## config.mk

```make
export PLATFORM = sky130hd
export DESIGN_NAME = onewire_poll_sequencer
export DESIGN_NICKNAME = d
export VERILOG_FILES = /design/src/rtl/owps_pkg.sv /design/src/rtl/onewire_poll_sequencer.sv /design/src/rtl/owps_result_queue.sv
export SDC_FILE = /design/constraint.sdc
export NUM_CORES = 1
export LEC_CHECK = 0
export BUFFER_PORTS_ARGS = -buffer_cell sky130_fd_sc_hd__buf_4
export CAP_MARGIN = 30
export CORE_ASPECT_RATIO = 0.5
export CORE_UTILIZATION = 55
export DETAILED_ROUTE_END_ITERATION = 7
export HOLD_SLACK_MARGIN = 0.08
export PLACE_DENSITY = 0.84
export RECOVER_POWER = 100
export SLEW_MARGIN = 20
export SYNTH_ARGS = -nofsm -noshare
export SYNTH_HDL_FRONTEND = slang
export SYNTH_SLANG_ARGS = --single-unit
```

## constraint.sdc

```tcl
create_clock -name clk -period 3.95 [get_ports clk]
set_input_delay 0.79 -clock clk [delete_from_list [all_inputs] [get_ports clk]]
set_output_delay 0.79 -clock clk [all_outputs]
set_load 0.05 [all_outputs]
```

## src/rtl/owps_pkg.sv

```systemverilog
// Package for the one-wire poll sequencer: request and result types,
// mode, action and request codes, and configuration register indexes.
// No dependencies.
`default_nettype none

package owps_pkg;

    localparam int TIMER_W     = 24;
    localparam int CMD_W       = 8;
    localparam int SLOT_W      = 3;
    localparam int CFG_INDEX_W = 1;
    localparam int CFG_DATA_W  = 24;
    localparam int QUEUE_DEPTH = 4;
    localparam int QCOUNT_W    = 3;

    localparam logic [CFG_INDEX_W-1:0] CFG_POLL_INTERVAL     = 1'd0;
    localparam logic [CFG_INDEX_W-1:0] CFG_BROADCAST_COMMAND = 1'd1;

    localparam logic [TIMER_W-1:0] POLL_INTERVAL_RESET     = 24'd1000;
    localparam logic [CMD_W-1:0]   BROADCAST_COMMAND_RESET = 8'd68;
    localparam logic [TIMER_W-1:0] TIMER_MAX               = 24'hFFFFFF;

    localparam logic [2:0] REQ_TICK     = 3'd0;
    localparam logic [2:0] REQ_LOCK_ANS = 3'd1;
    localparam logic [2:0] REQ_BCAST_ST = 3'd2;
    localparam logic [2:0] REQ_POLL_ST  = 3'd3;
    localparam logic [2:0] REQ_ADD      = 3'd4;
    localparam logic [2:0] REQ_DELETE   = 3'd5;
    localparam logic [2:0] REQ_RETIME   = 3'd6;

    localparam logic [1:0] STATUS_BUSY = 2'd0;
    localparam logic [1:0] STATUS_DONE = 2'd1;

    localparam logic [3:0] ACT_NONE    = 4'd0;
    localparam logic [3:0] ACT_LOCK    = 4'd1;
    localparam logic [3:0] ACT_BCAST   = 4'd2;
    localparam logic [3:0] ACT_POLL    = 4'd3;
    localparam logic [3:0] ACT_STAMP   = 4'd4;
    localparam logic [3:0] ACT_FAILALL = 4'd5;
    localparam logic [3:0] ACT_FAILONE = 4'd6;
    localparam logic [3:0] ACT_RELEASE = 4'd7;
    localparam logic [3:0] ACT_RESTART = 4'd8;

    localparam logic [2:0] MODE_CODE_OFF   = 3'd0;
    localparam logic [2:0] MODE_CODE_WAIT  = 3'd1;
    localparam logic [2:0] MODE_CODE_LOCK  = 3'd2;
    localparam logic [2:0] MODE_CODE_BCAST = 3'd3;
    localparam logic [2:0] MODE_CODE_CONV  = 3'd4;
    localparam logic [2:0] MODE_CODE_POLL  = 3'd5;

    typedef enum logic [5:0] {
        MODE_OFF   = 6'b000001,
        MODE_WAIT  = 6'b000010,
        MODE_LOCK  = 6'b000100,
        MODE_BCAST = 6'b001000,
        MODE_CONV  = 6'b010000,
        MODE_POLL  = 6'b100000
    } mode_t;

    typedef struct packed {
        logic [2:0]         req_type;
        logic [1:0]         status;
        logic               granted;
        logic [SLOT_W-1:0]  slave_slot;
        logic [TIMER_W-1:0] wait_interval;
    } event_t;

    typedef struct packed {
        logic [3:0]        action;
        logic [SLOT_W-1:0] target_slot;
        logic [CMD_W-1:0]  command_out;
        logic              accepted;
        logic [2:0]        mode_out;
        logic              last;
    } result_t;

endpackage

`default_nettype wire

```

## src/rtl/onewire_poll_sequencer.sv

```systemverilog
// Top level of the one-wire poll sequencer: event decoding, mode control,
// timer and slot table. Depends on owps_pkg and owps_result_queue.
//
// Usage: events (ticks, lock answers, bus statuses, add, delete, retime)
// arrive on the evt channel as one request each. A request is taken at a
// rising edge with evt_valid high and evt_stall low. Every request yields
// one or two results on the res channel, in order, the last one marked.
// The request is decoded and the mode, timer and slot table updated in the
// cycle it is taken; its results are written into the result queue.
// Up to one request per cycle is taken, while evt_stall is low. A request
// that yields two results hands them to the result port one after the
// other, so the sustained rate is one request per cycle for single-result
// requests; the four-entry result queue sets evt_stall once fewer than two
// entries are free. When the receiver holds res_stall, results wait in the
// queue and evt_stall rises once three entries are taken. Configuration
// writes take effect at the next edge.
// Reset empties the queue, sets the mode to off, clears the timer, the slot
// table and the largest conversion time, and loads the register defaults.
`default_nettype none

module onewire_poll_sequencer #(
    parameter int SLOTS = 8
) (
    input  wire logic                                clk,
    input  wire logic                                rst_n,
    input  wire logic                                cfg_wr_en,
    input  wire logic [owps_pkg::CFG_INDEX_W-1:0]    cfg_index,
    input  wire logic [owps_pkg::CFG_DATA_W-1:0]     cfg_wr_data,
    input  wire logic                                evt_valid,
    output logic                                     evt_stall,
    input  wire owps_pkg::event_t                    evt_data,
    output logic                                     res_valid,
    input  wire logic                                res_stall,
    output owps_pkg::result_t                        res_data
);

    localparam int UsedSlots = (SLOTS < 8) ? SLOTS : 8;

    logic [owps_pkg::TIMER_W-1:0] poll_interval_reg;
    logic [owps_pkg::CMD_W-1:0]   bcast_cmd_reg;

    owps_pkg::mode_t              mode_reg, mode_next;
    logic [owps_pkg::TIMER_W-1:0] timer_count_reg, timer_count_next;
    logic [owps_pkg::TIMER_W-1:0] timer_limit_reg, timer_limit_next;
    logic [owps_pkg::SLOT_W-1:0]  cur_slot_reg, cur_slot_next;
    logic [UsedSlots-1:0]         present_reg, present_next;
    logic [owps_pkg::TIMER_W-1:0] max_wait_reg, max_wait_next;

    logic                         take;
    logic [UsedSlots-1:0]         slot_onehot;
    logic [UsedSlots-1:0]         cur_onehot;
    logic                         slot_ok;
    logic                         slot_here;
    logic [owps_pkg::TIMER_W-1:0] tick_count;
    logic                         expire;
    logic [3:0]                   search_from;
    logic [UsedSlots-1:0]         search_mask;
    logic                         found;
    logic [owps_pkg::SLOT_W-1:0]  found_slot;
    logic [3:0]                   pf_action;
    logic [owps_pkg::SLOT_W-1:0]  pf_slot;
    logic                         pf_poll;

    logic [3:0]                   act0, act1;
    logic [owps_pkg::SLOT_W-1:0]  tgt0, tgt1;
    logic [owps_pkg::CMD_W-1:0]   cmd0;
    logic                         two;
    logic                         acc;
    logic [2:0]                   mode_code;

    owps_pkg::result_t            res_first, res_second;
    logic [1:0]                   push_cnt;
    logic                         queue_full;

    assign take = evt_valid && !evt_stall;

    always_comb
    begin
        for (int i = 0; i < UsedSlots; i++)
        begin
            slot_onehot[i] = (evt_data.slave_slot == owps_pkg::SLOT_W'(i));
            cur_onehot[i]  = (cur_slot_reg == owps_pkg::SLOT_W'(i));
        end
    end

    assign slot_ok   = |slot_onehot;
    assign slot_here = |(present_reg & slot_onehot);

    assign tick_count = (timer_count_reg != owps_pkg::TIMER_MAX)
                        ? timer_count_reg + owps_pkg::TIMER_W'(1) : timer_count_reg;
    assign expire     = (tick_count >= timer_limit_reg);

    always_comb
    begin
        case (evt_data.req_type)
            owps_pkg::REQ_POLL_ST: search_from = {1'b0, cur_slot_reg} + 4'd1;
            owps_pkg::REQ_DELETE:  search_from = {1'b0, evt_data.slave_slot} + 4'd1;
            default:               search_from = 4'd0;
        endcase
        search_mask = present_reg;
        if (evt_data.req_type == owps_pkg::REQ_DELETE)
        begin
            search_mask = present_reg & ~slot_onehot;
        end
        found      = 1'b0;
        found_slot = '0;
        for (int i = UsedSlots - 1; i >= 0; i--)
        begin
            if (search_mask[i] && 4'(i) >= search_from)
            begin
                found      = 1'b1;
                found_slot = owps_pkg::SLOT_W'(i);
            end
        end
        pf_poll   = found;
        pf_action = found ? owps_pkg::ACT_POLL : owps_pkg::ACT_RELEASE;
        pf_slot   = found ? found_slot : '0;
    end

    always_comb
    begin
        mode_next        = mode_reg;
        timer_count_next = timer_count_reg;
        timer_limit_next = timer_limit_reg;
        cur_slot_next    = cur_slot_reg;
        present_next     = present_reg;
        max_wait_next    = max_wait_reg;
        act0 = owps_pkg::ACT_NONE;
        tgt0 = '0;
        cmd0 = '0;
        act1 = owps_pkg::ACT_NONE;
        tgt1 = '0;
        two  = 1'b0;
        acc  = 1'b0;

        case (evt_data.req_type)
            owps_pkg::REQ_TICK:
            begin
                if (mode_reg == owps_pkg::MODE_WAIT)
                begin
                    timer_count_next = expire ? '0 : tick_count;
                    if (expire)
                    begin
                        mode_next = owps_pkg::MODE_LOCK;
                        act0      = owps_pkg::ACT_LOCK;
                    end
                end
                else if (mode_reg == owps_pkg::MODE_LOCK)
                begin
                    act0 = owps_pkg::ACT_LOCK;
                end
                else if (mode_reg == owps_pkg::MODE_CONV)
                begin
                    timer_count_next = expire ? '0 : tick_count;
                    if (expire)
                    begin
                        act0 = pf_action;
                        tgt0 = pf_slot;
                        if (pf_poll)
                        begin
                            cur_slot_next = pf_slot;
                            mode_next     = owps_pkg::MODE_POLL;
                        end
                        else
                        begin
                            timer_limit_next = poll_interval_reg;
                            timer_count_next = '0;
                            mode_next        = owps_pkg::MODE_WAIT;
                        end
                    end
                end
            end
            owps_pkg::REQ_LOCK_ANS:
            begin
                if (mode_reg == owps_pkg::MODE_LOCK && evt_data.granted)
                begin
                    mode_next = owps_pkg::MODE_BCAST;
                    act0      = owps_pkg::ACT_BCAST;
                    cmd0      = bcast_cmd_reg;
                end
            end
            owps_pkg::REQ_BCAST_ST:
            begin
                if (mode_reg == owps_pkg::MODE_BCAST
                    && evt_data.status != owps_pkg::STATUS_BUSY)
                begin
                    timer_count_next = '0;
                    if (evt_data.status == owps_pkg::STATUS_DONE)
                    begin
                        timer_limit_next = max_wait_reg;
                        mode_next        = owps_pkg::MODE_CONV;
                        act0             = owps_pkg::ACT_STAMP;
                    end
                    else
                    begin
                        mode_next = owps_pkg::MODE_WAIT;
                        act0      = owps_pkg::ACT_FAILALL;
                        act1      = owps_pkg::ACT_RELEASE;
                        two       = 1'b1;
                    end
                end
            end
            owps_pkg::REQ_POLL_ST:
            begin
                if (mode_reg == owps_pkg::MODE_POLL
                    && evt_data.status != owps_pkg::STATUS_BUSY)
                begin
                    if (evt_data.status != owps_pkg::STATUS_DONE)
                    begin
                        act0 = owps_pkg::ACT_FAILONE;
                        tgt0 = cur_slot_reg;
                        act1 = pf_action;
                        tgt1 = pf_slot;
                        two  = 1'b1;
                    end
                    else
                    begin
                        act0 = pf_action;
                        tgt0 = pf_slot;
                    end
                    if (pf_poll)
                    begin
                        cur_slot_next = pf_slot;
                    end
                    else
                    begin
                        timer_limit_next = poll_interval_reg;
                        timer_count_next = '0;
                        mode_next        = owps_pkg::MODE_WAIT;
                    end
                end
            end
            owps_pkg::REQ_ADD:
            begin
                if (slot_ok && !slot_here)
                begin
                    present_next = present_reg | slot_onehot;
                    acc          = 1'b1;
                    if (evt_data.wait_interval > max_wait_reg)
                    begin
                        max_wait_next = evt_data.wait_interval;
                    end
                    if (mode_reg == owps_pkg::MODE_OFF)
                    begin
                        timer_limit_next = poll_interval_reg;
                        timer_count_next = '0;
                        mode_next        = owps_pkg::MODE_WAIT;
                    end
                end
            end
            owps_pkg::REQ_DELETE:
            begin
                if (slot_here)
                begin
                    present_next = present_reg & ~slot_onehot;
                    acc          = 1'b1;
                    if (mode_reg == owps_pkg::MODE_POLL
                        && cur_slot_reg == evt_data.slave_slot)
                    begin
                        act0 = owps_pkg::ACT_RESTART;
                        act1 = pf_action;
                        tgt1 = pf_slot;
                        two  = 1'b1;
                        if (pf_poll)
                        begin
                            cur_slot_next = pf_slot;
                        end
                        else
                        begin
                            timer_limit_next = poll_interval_reg;
                            timer_count_next = '0;
                            mode_next        = owps_pkg::MODE_WAIT;
                        end
                    end
                end
            end
            owps_pkg::REQ_RETIME:
            begin
                if (slot_here && evt_data.wait_interval > max_wait_reg)
                begin
                    max_wait_next = evt_data.wait_interval;
                end
            end
            default:
            begin
            end
        endcase
    end

    always_comb
    begin
        case (mode_next)
            owps_pkg::MODE_OFF:   mode_code = owps_pkg::MODE_CODE_OFF;
            owps_pkg::MODE_WAIT:  mode_code = owps_pkg::MODE_CODE_WAIT;
            owps_pkg::MODE_LOCK:  mode_code = owps_pkg::MODE_CODE_LOCK;
            owps_pkg::MODE_BCAST: mode_code = owps_pkg::MODE_CODE_BCAST;
            owps_pkg::MODE_CONV:  mode_code = owps_pkg::MODE_CODE_CONV;
            owps_pkg::MODE_POLL:  mode_code = owps_pkg::MODE_CODE_POLL;
            default:              mode_code = owps_pkg::MODE_CODE_OFF;
        endcase
    end

    always_comb
    begin
        res_first.action       = act0;
        res_first.target_slot  = tgt0;
        res_first.command_out  = cmd0;
        res_first.accepted     = acc;
        res_first.mode_out     = mode_code;
        res_first.last         = !two;
        res_second.action      = act1;
        res_second.target_slot = tgt1;
        res_second.command_out = '0;
        res_second.accepted    = acc;
        res_second.mode_out    = mode_code;
        res_second.last        = 1'b1;
        if (!take)
        begin
            push_cnt = 2'd0;
        end
        else if (two)
        begin
            push_cnt = 2'd2;
        end
        else
        begin
            push_cnt = 2'd1;
        end
    end

    owps_result_queue u_queue (
        .clk         (clk),
        .rst_n       (rst_n),
        .push_cnt    (push_cnt),
        .push_first  (res_first),
        .push_second (res_second),
        .pop         (res_valid && !res_stall),
        .head        (res_data),
        .nonempty    (res_valid),
        .no_room     (queue_full)
    );

    assign evt_stall = queue_full;

    always_ff @(posedge clk or negedge rst_n)
    begin
        if (!rst_n)
        begin
            poll_interval_reg <= owps_pkg::POLL_INTERVAL_RESET;
            bcast_cmd_reg     <= owps_pkg::BROADCAST_COMMAND_RESET;
            mode_reg          <= owps_pkg::MODE_OFF;
            timer_count_reg   <= '0;
            timer_limit_reg   <= '0;
            cur_slot_reg      <= '0;
            present_reg       <= '0;
            max_wait_reg      <= '0;
        end
        else
        begin
            if (cfg_wr_en && cfg_index == owps_pkg::CFG_POLL_INTERVAL)
            begin
                poll_interval_reg <= cfg_wr_data[owps_pkg::TIMER_W-1:0];
            end
            if (cfg_wr_en && cfg_index == owps_pkg::CFG_BROADCAST_COMMAND)
            begin
                bcast_cmd_reg <= cfg_wr_data[owps_pkg::CMD_W-1:0];
            end
            if (take)
            begin
                mode_reg        <= mode_next;
                timer_count_reg <= timer_count_next;
                timer_limit_reg <= timer_limit_next;
                cur_slot_reg    <= cur_slot_next;
                present_reg     <= present_next;
                max_wait_reg    <= max_wait_next;
            end
        end
    end

    // While polling, the slot being polled is always a present device.
    a_poll_slot_present: assert property (
        @(posedge clk) disable iff (!rst_n)
        (mode_reg == owps_pkg::MODE_POLL) |-> |(present_reg & cur_onehot)
    ) else $error("polled slot is not present");

    // The timer is cleared whenever it reaches its limit.
    a_timer_bounded: assert property (
        @(posedge clk) disable iff (!rst_n)
        timer_count_reg <= timer_limit_reg
    ) else $error("timer count above its limit");

    // Every taken request leaves at least one result waiting.
    a_request_gives_result: assert property (
        @(posedge clk) disable iff (!rst_n)
        take |=> res_valid
    ) else $error("request produced no result");

endmodule

`default_nettype wire

```

## src/rtl/owps_result_queue.sv

```systemverilog
// Result queue of the poll sequencer: a short shift queue that takes one or
// two results per cycle and hands them out in order. Depends on owps_pkg.
`default_nettype none

module owps_result_queue (
    input  wire logic             clk,
    input  wire logic             rst_n,
    input  wire logic [1:0]       push_cnt,
    input  wire owps_pkg::result_t push_first,
    input  wire owps_pkg::result_t push_second,
    input  wire logic             pop,
    output owps_pkg::result_t     head,
    output logic                  nonempty,
    output logic                  no_room
);

    owps_pkg::result_t q_reg [owps_pkg::QUEUE_DEPTH];
    owps_pkg::result_t q_next [owps_pkg::QUEUE_DEPTH];
    logic [owps_pkg::QCOUNT_W-1:0] cnt_reg;
    logic [owps_pkg::QCOUNT_W-1:0] cnt_next;
    logic [owps_pkg::QCOUNT_W-1:0] cnt_after_pop;

    assign nonempty = (cnt_reg != '0);
    assign no_room  = (cnt_reg > owps_pkg::QCOUNT_W'(owps_pkg::QUEUE_DEPTH - 2));
    assign head     = q_reg[0];

    always_comb
    begin
        cnt_after_pop = cnt_reg - owps_pkg::QCOUNT_W'(pop);
        for (int i = 0; i < owps_pkg::QUEUE_DEPTH - 1; i++)
        begin
            q_next[i] = pop ? q_reg[i+1] : q_reg[i];
        end
        q_next[owps_pkg::QUEUE_DEPTH-1] = q_reg[owps_pkg::QUEUE_DEPTH-1];
        for (int i = 0; i < owps_pkg::QUEUE_DEPTH; i++)
        begin
            if (push_cnt != 2'd0 && cnt_after_pop == owps_pkg::QCOUNT_W'(i))
            begin
                q_next[i] = push_first;
            end
            if (push_cnt == 2'd2
                && cnt_after_pop + owps_pkg::QCOUNT_W'(1) == owps_pkg::QCOUNT_W'(i))
            begin
                q_next[i] = push_second;
            end
        end
        cnt_next = cnt_after_pop + owps_pkg::QCOUNT_W'(push_cnt);
    end

    always_ff @(posedge clk or negedge rst_n)
    begin
        if (!rst_n)
        begin
            cnt_reg <= '0;
        end
        else
        begin
            cnt_reg <= cnt_next;
        end
    end

    always_ff @(posedge clk)
    begin
        for (int i = 0; i < owps_pkg::QUEUE_DEPTH; i++)
        begin
            q_reg[i] <= q_next[i];
        end
    end

endmodule

`default_nettype wire

```

==> results of run 1 <==
==> power breakdown <==
part / total (mW) / switching [mW] / internal (mW) / leakage [nW]
registers: 3.19 / 0.393 / 2.80 / 2.29
clock network: 1.89 / 0.830 / 1.06 / 0.305
logic: 3.22 / 1.93 / 1.29 / 3.83
total: 8.30 / 3.15 / 5.15 / 6.42
==> critical path, stage by stage (launching register included) <==
cell	delay, ns
dfrtp_1	0.41
and4_4	0.26
nand4_1	0.25
nor3_4	0.26
nand2_1	0.14
nor2_2	0.19
nand3_2	0.14
nor3_2	0.14
xor2_1	0.24
ha_1	0.29
and4_1	0.24
and4_1	0.16
a221oi_2	0.21
buf_4	0.21
nor3_2	0.06
nand2_2	0.14
o21ai_2	0.09
a221o_1	0.40
a221o_1	0.35
==> cell usage in the layout, fill, tap and decap left out, types with 24 or more instances in the layout <==
cell       netlist  routed
a211oi_1        32      29
a21oi_1         61      51
buf_4            4     185
clkbuf_1        36      37
clkbuf_16        0      24
dfrtp_1        115     115
dfxtp_1         40      40
edfxtp_1        40      40
ha_1            54      54
inv_1           69      66
mux2_2          68      66
mux2i_1         57      56
nand2_1        113     108
nor2_1          39      33
o21ai_0         73      42
o21ai_1          9      25
==> timing repair <==
item	4_1_cts	5_1_grt
setup buffers	20	15
endpoints found under the setup margin	89	90
cloned	0	6
gates resized for setup	83	65
pin swaps	65	34
==> layout make-up <==
| class | count | share of cell area [%] |
|---|---|---|
| tap | 273 | 2.33 |
| clock buffer | 28 | 3.82 |
| sequential | 204 | 34.8 |
| multi-input combinational | 816 | 44.3 |
| inverter | 72 | 1.84 |
| clock inverter | 8 | 0.528 |
| timing repair buffer | 237 | 12.3 |
==> worst paths after layout <==
check | start | endpoint | slack [ns] | cells past startpoint
setup / recovery | timer_count_reg[7]$_DFFE_PN0P_ | u_queue.q_reg[0][18]$_DFFE_PP_ | -0.47 | 18
hold / removal | rst_n | bcast_cmd_reg[1]$_DFFE_PN0P_ | 0.46 | 1
setup reg to reg | timer_count_reg[7]$_DFFE_PN0P_ | u_queue.q_reg[0][18]$_DFFE_PP_ | -0.47 | 18
hold reg to reg | u_queue.q_reg[3][0]$_SDFFE_PP1P_ | u_queue.q_reg[3][0]$_SDFFE_PP1P_ | 0.47 | 1
max in group asynchronous | rst_n | max_wait_reg[12]$_DFFE_PN0P_ | 0.30 | 2
min in group clk | u_queue.q_reg[3][0]$_SDFFE_PP1P_ | u_queue.q_reg[3][0]$_SDFFE_PP1P_ | 0.47 | 1
==> kinds of logic (layout without fill, tap and decap cells) <==
kind of cell | count (synthesis) | after routing | synth area share (%)
AOI/OAI and AO/OA | 299 | 299 | 17.2
xor gates and xnor gates | 32 | 32 | 2.41
adders and majority gates | 55 | 55 | 5.99
buffers and inverters | 132 | 345 | 4.62
DFF | 204 | 204 | 44.1
muxes | 130 | 130 | 12.2
and+or+nand+nor | 300 | 300 | 13.5
==> routing by layer <==
metal  vias to the layer above  GRT usage [%]  part of all wire, %
met4                         0           9.91                  3.0
met2                       413           48.7                   49
met5                         -              0                    0
li1                       4636              -                    -
met1                      4984           37.7                   42
met3                        91           4.15                  6.1
==> flow_metrics.py, run 1 <==
metrics = {
    "run_status": {
        "status": "complete, but fails checks",
        "violations": "design-rule violations, max-capacitance violations, max-slew violations, negative setup slack",
    },
    "detailed_routing": {
        "drc": 1,
        "drt_iter0_markers": 866,
        "dr_total_vias": 10100,
        "dr.pass1.iters": 8,
        "antenna_left": 0,
        "wire_per_inst_um": 20.0,
        "wl_mm": 32.8,
        "vias_per_cell": 6.18,
    },
    "final_layout": {
        "fin_util_pct": 71.3,
        "fillers": 1458,
        "n_antenna_cell": 0,
        "fin_area_mm2": 0.0147,
        "seq_area_mm2": 0.00512,
        "final-instance-count-excl-fill": 1638,
        "drive_above_1_share_pct": 31.6,
        "largest_reg_flops": 80,
        "final_nets": 1469,
        "multi_input_area_mm2": 0.00651,
        "syn_to_final_growth_pct": 26.5,
    },
    "clock_network": {
        "htree_levels": 1,
        "clockBufferDepth": 3,
        "numCtsBuffers": 20,
        "root_buffer": "clkbuf_16",
        "worstSkewPairLatency_ns": 0.51,
        "clk_pin_slew_ns": 0.07,
        "cts_tree": "built",
        "ctsHoldBuffers": 0,
        "numClockSinks": 204,
    },
    "pwr": {
        "p_per_area_mw_per_mm2": 565,
        "peakVddDrop_mv": 0.339,
        "fin_total_pwr_mw": 8.30,
        "leakage_nw": 6.42,
    },
    "floorplanning": {
        "dieArea_mm2": 0.0217,
        "start_util_pct": 56.3,
        "die_x_um": 207,
        "core_area_mm2": 0.0206,
        "die_h_um": 105,
        "io_pins": 85,
        "placementRows": 37,
    },
    "logic_synthesis": {
        "syn_area_mm2": 0.0116,
        "synth_flop_cell": "dfrtp_1",
        "syn_nets": 1270,
        "synth-seq-cells": 204,
        "synth_common_cells": "dfrtp_1 (115), nand2_1 (113), o21ai_0 (73)",
        "yosysSeqAreaShare_pct": 44.1,
        "synth_edf_count": 40,
        "yosysWarnings": 0,
        "synth_top_area_share_pct": 24.8,
        "async_reset_ff_share_pct": 60.8,
        "yosysMostFrequentCell": "dfrtp_1",
        "syn_avg_cell_area_um2": 10.1,
        "syn_inst": 1152,
        "synthTopCellsByArea": "dfrtp_1 (25%), edfxtp_1 (10%), dfxtp_1 (6.9%)",
        "synthDistinctLibCells": 83,
        "yosysTopAreaCell": "dfrtp_1",
    },
    "sta": {
        "hold_viol_final": 0,
        "skew_ns": 0.0182,
        "finalCritPeriodShare_pct": 112,
        "slew_headroom_pct": -85.6,
        "fmax_ghz": 0.226,
        "worstMarginPinSlew_ns": 2.78,
        "rsz0062_at_grt": "true",
        "tns_ns": -25.13,
        "setup_ws_ns": -0.470,
        "fin_hold_ws_ns": 0.459,
        "report.final.slew_viol_count": 77,
        "finalCriticalPeriod_ns": 4.42,
        "setup_violations": 99,
    },
    "placed_design": {
        "io_buffer_count": 84,
        "dpl_cell_area_mm2": 0.0133,
        "routabilityCongestion": 0.962,
        "hpwl_mm": 22.2,
        "dp_cells": 1562,
        "pre_cts_slack_ns": -0.470,
    },
    "setup_path": {
        "critPathMaxFanout": 4,
        "startpoint_type": "flip-flop",
        "crit_type": "flip-flop to flip-flop",
        "required_ns": 4.21,
        "cp-end-kind": "flip-flop",
        "arrival_ns": 4.68,
    },
    "worst_hold_path": {
        "worstHoldPathType": "input port to async pin",
    },
    "grt": {
        "grt_pass1_vias": 9969,
        "grt_pass1_wl_mm": 50.7,
        "antenna_found_initial": 0,
        "grt_max_degree": 71,
        "grt-ovfl-total": 0,
        "grt_usage_pct": 28.7,
    },
    "flow_run": {
        "cap_violations": 2,
    },
}
(Power assumes the default switching activity.)
==> run 2: changes to the inputs <==
Settings changed: PLACE_DENSITY 0.84 to 0.83, SETUP_SLACK_MARGIN from default to 0.05, SYNTH_HIERARCHICAL from default to 1.
==> run 2 against run 1 <==
The run ends with max-capacitance violations, max-slew violations, negative setup slack left; sequential share of layout area down 2.7 points; setup slack worse by 1.2 ns; non-clock buffer count up 66; global-route usage up 3.8 points; synthesized cell count up 15%; final cell count up 17%; largest cell class unchanged; hold slack better by 0.026 ns; register-to-register slack worse by 1.2 ns; total power up 15%; clock power up 8%; wire length up 25%; via count up 21%.
==> flow_metrics.py, run 2 <==
metrics = {
    "placed_design": {
        "dpl_cell_area_mm2": 0.0154,
        "pre_cts_slack_ns": -1.24,
        "hpwl_mm": 24.5,
        "routabilityCongestion": 0.959,
        "io_buffer_count": 84,
        "dp_cells": 1832,
    },
    "pwr": {
        "fin_total_pwr_mw": 9.56,
        "power_frac_seq_pct": 33.5,
        "leakage_nw": 7.13,
        "power.internal_mw": 5.61,
        "swShare_pct": 41.4,
        "p_per_area_mw_per_mm2": 556,
        "switchingPower_mw": 3.96,
        "clkPwrFrac_pct": 21.3,
        "peakVddDrop_mv": 0.630,
        "comb_power_share_pct": 45.2,
    },
    "clock_network": {
        "htree_levels": 1,
        "root_buffer": "clkbuf_16",
        "worstSkewPairLatency_ns": 0.52,
        "cts_tree": "built",
        "numCtsBuffers": 20,
        "clk_pin_slew_ns": 0.07,
        "clockBufferDepth": 3,
        "ctsHoldBuffers": 0,
        "numClockSinks": 204,
    },
    "detailed_routing": {
        "drc": 0,
        "dr_total_vias": 12200,
        "vias_per_cell": 6.38,
        "antenna_left": 0,
        "dr.pass1.iters": 7,
        "drt_iter0_markers": 1259,
        "wl_mm": 41.0,
        "wire_per_inst_um": 21.4,
    },
    "logic_synthesis": {
        "syn_inst": 1325,
        "synthDistinctLibCells": 88,
        "yosysWarnings": 6,
        "syn_area_mm2": 0.0130,
        "yosysSeqAreaShare_pct": 42.4,
        "async_reset_ff_share_pct": 60.8,
        "synth_flop_cell": "dfrtp_1",
        "synth-seq-cells": 204,
        "yosysMostFrequentCell": "dfrtp_1",
        "synthTopCellsByArea": "dfrtp_1 (22%), edfxtp_1 (18%), mux2_2 (6.0%)",
        "yosysTopAreaCell": "dfrtp_1",
        "synth_edf_count": 80,
        "synth_common_cells": "dfrtp_1 (115), o21ai_0 (102), inv_1 (88)",
        "synth_top_area_share_pct": 22.1,
        "syn_avg_cell_area_um2": 9.82,
    },
    "floorplanning": {
        "die_h_um": 111,
        "dieArea_mm2": 0.0243,
        "placementRows": 39,
        "io_pins": 85,
        "core_area_mm2": 0.0230,
        "start_util_pct": 56.6,
        "die_x_um": 219,
    },
    "sta": {
        "worstMarginPinSlew_ns": 2.06,
        "fin_hold_ws_ns": 0.485,
        "finalCriticalPeriod_ns": 5.62,
        "rsz0062_at_grt": "true",
        "fmax_ghz": 0.178,
        "tns_ns": -107.43,
        "finalCritPeriodShare_pct": 142,
        "slew_headroom_pct": -37.0,
        "hold_viol_final": 0,
        "report.final.slew_viol_count": 123,
        "setup_ws_ns": -1.67,
        "setup_violations": 216,
        "skew_ns": 0.0133,
    },
    "final_layout": {
        "syn_to_final_growth_pct": 32.2,
        "fin_util_pct": 74.8,
        "drive_above_1_share_pct": 33.9,
        "final_cell_mix": "buf_4 (230), dfrtp_1 (115), inv_1 (84)",
        "final-instance-count-excl-fill": 1917,
        "fillers": 1443,
        "largest_reg_flops": 80,
        "final_nets": 1713,
        "layout_commonest_cell": "buf_4",
        "fin_area_mm2": 0.0172,
    },
    "grt": {
        "grt_max_degree": 104,
        "antenna_found_initial": 1,
        "grt_pass1_vias": 12000,
        "grt_usage_pct": 32.4,
        "grt_pass1_wl_mm": 62.7,
        "grt-ovfl-total": 0,
    },
    "run_status": {
        "violations": "max-capacitance violations, max-slew violations, negative setup slack",
        "status": "complete, but fails checks",
    },
    "setup_path": {
        "crit_type": "flip-flop to flip-flop",
        "required_ns": 4.28,
        "cp-end-kind": "flip-flop",
        "startpoint_type": "flip-flop",
        "arrival_ns": 5.95,
        "critPathMaxFanout": 4,
    },
    "flow_run": {
        "cap_violations": 3,
    },
    "worst_hold_path": {
        "worstHoldPathType": "flip-flop to flip-flop",
    },
}
==> run 2: critical path: stages, from the launching register on <==
cell	delay, ns
dfrtp_1	0.41
and4_1	0.24
nand3_2	0.15
nor4_4	0.06
buf_4	0.15
nor4_4	0.22
buf_4	0.19
nand3_1	0.20
xnor2_1	0.52
ha_1	0.39
a221oi_2	0.30
nand3_1	0.16
a2111o_1	0.53
buf_4	0.18
buf_6	0.11
nand3_2	0.06
nand4_1	0.10
o211a_1	0.19
xor2_1	0.21
and4_4	0.28
inv_2	0.05
or4_1	0.47
a31oi_1	0.25
==> run 2: worst paths after layout <==
path                                            startpoint                               to  slack [ns]  depth (start not counted)
min                        timer_limit_reg[20]$_DFFE_PN0P_  timer_limit_reg[20]$_DFFE_PN0P_        0.49                          2
min in group asynchronous                            rst_n     bcast_cmd_reg[7]$_DFFE_PN0P_        0.86                          1
max reg2reg                timer_count_reg[11]$_DFFE_PN0P_    u_queue/q_reg[2][3]$_DFFE_PP_       -1.67                         22
min reg2reg                timer_limit_reg[20]$_DFFE_PN0P_  timer_limit_reg[20]$_DFFE_PN0P_        0.49                          2
max in group asynchronous                            rst_n     max_wait_reg[19]$_DFFE_PN0P_        0.62                          2
max                        timer_count_reg[11]$_DFFE_PN0P_    u_queue/q_reg[2][3]$_DFFE_PP_       -1.67                         22
==> run 2: metal layers <==
layer / global-route usage, % / share of wire [%]
met1: 40.7 / 39
met2: 55.3 / 49
met3: 5.87 / 8.1
met4: 13.1 / 4.6
met5: 0 / 0
==> run 2: power by group through the flow <==
stage               Clock [mW]  Combinational [mW]  Sequential (mW)
CTS                       2.03                4.18             3.18
floorplan                    0                2.54             3.37
detailed placement           0                3.86             3.21
finish                    2.04                4.33             3.20
global route              2.12                4.62             3.25
global placement             0                3.70             3.17
==> run 2: logic make-up (layout without fill, tap and decap cells) <==
group                    Yosys count  after routing  share of synthesized area [%]
adder cells (fa/ha/maj)           55             55                           5.35
multiplexers                     116            116                           10.0
other                              2             41                         0.0577
AO/OA/AOI/OAI                    317            317                           15.9
flip-flops                       204            204                           42.4
AND/OR/NAND/NOR                  417            417                           17.8
XOR/XNOR                          33             33                           2.28
buffers and inverters            181            427                           6.21
==> run 2: area by class of cell <==
class / count / area (µm²) / share of cell area [%]
multi-input combinational: 978 / 7770 / 45.2
sequential: 204 / 5520 / 32.1
timing repair buffer: 303 / 2510 / 14.6
clock buffer: 29 / 586 / 3.41
tap: 307 / 384 / 2.23
inverter: 88 / 333 / 1.94
clock inverter: 7 / 87.6 / 0.509
antenna: 1 / 2.50 / 0.0146
==> run 2: repair_timing <==
item | 4_1_cts | 5_1_grt
endpoints found under the hold margin | 0 | 0
buffers inserted | 24 | 19
endpoints found under the setup margin | 93 | 93
gates resized for setup | 134 | 53
pin swaps | 64 | 42
gates cloned | 7 | 1
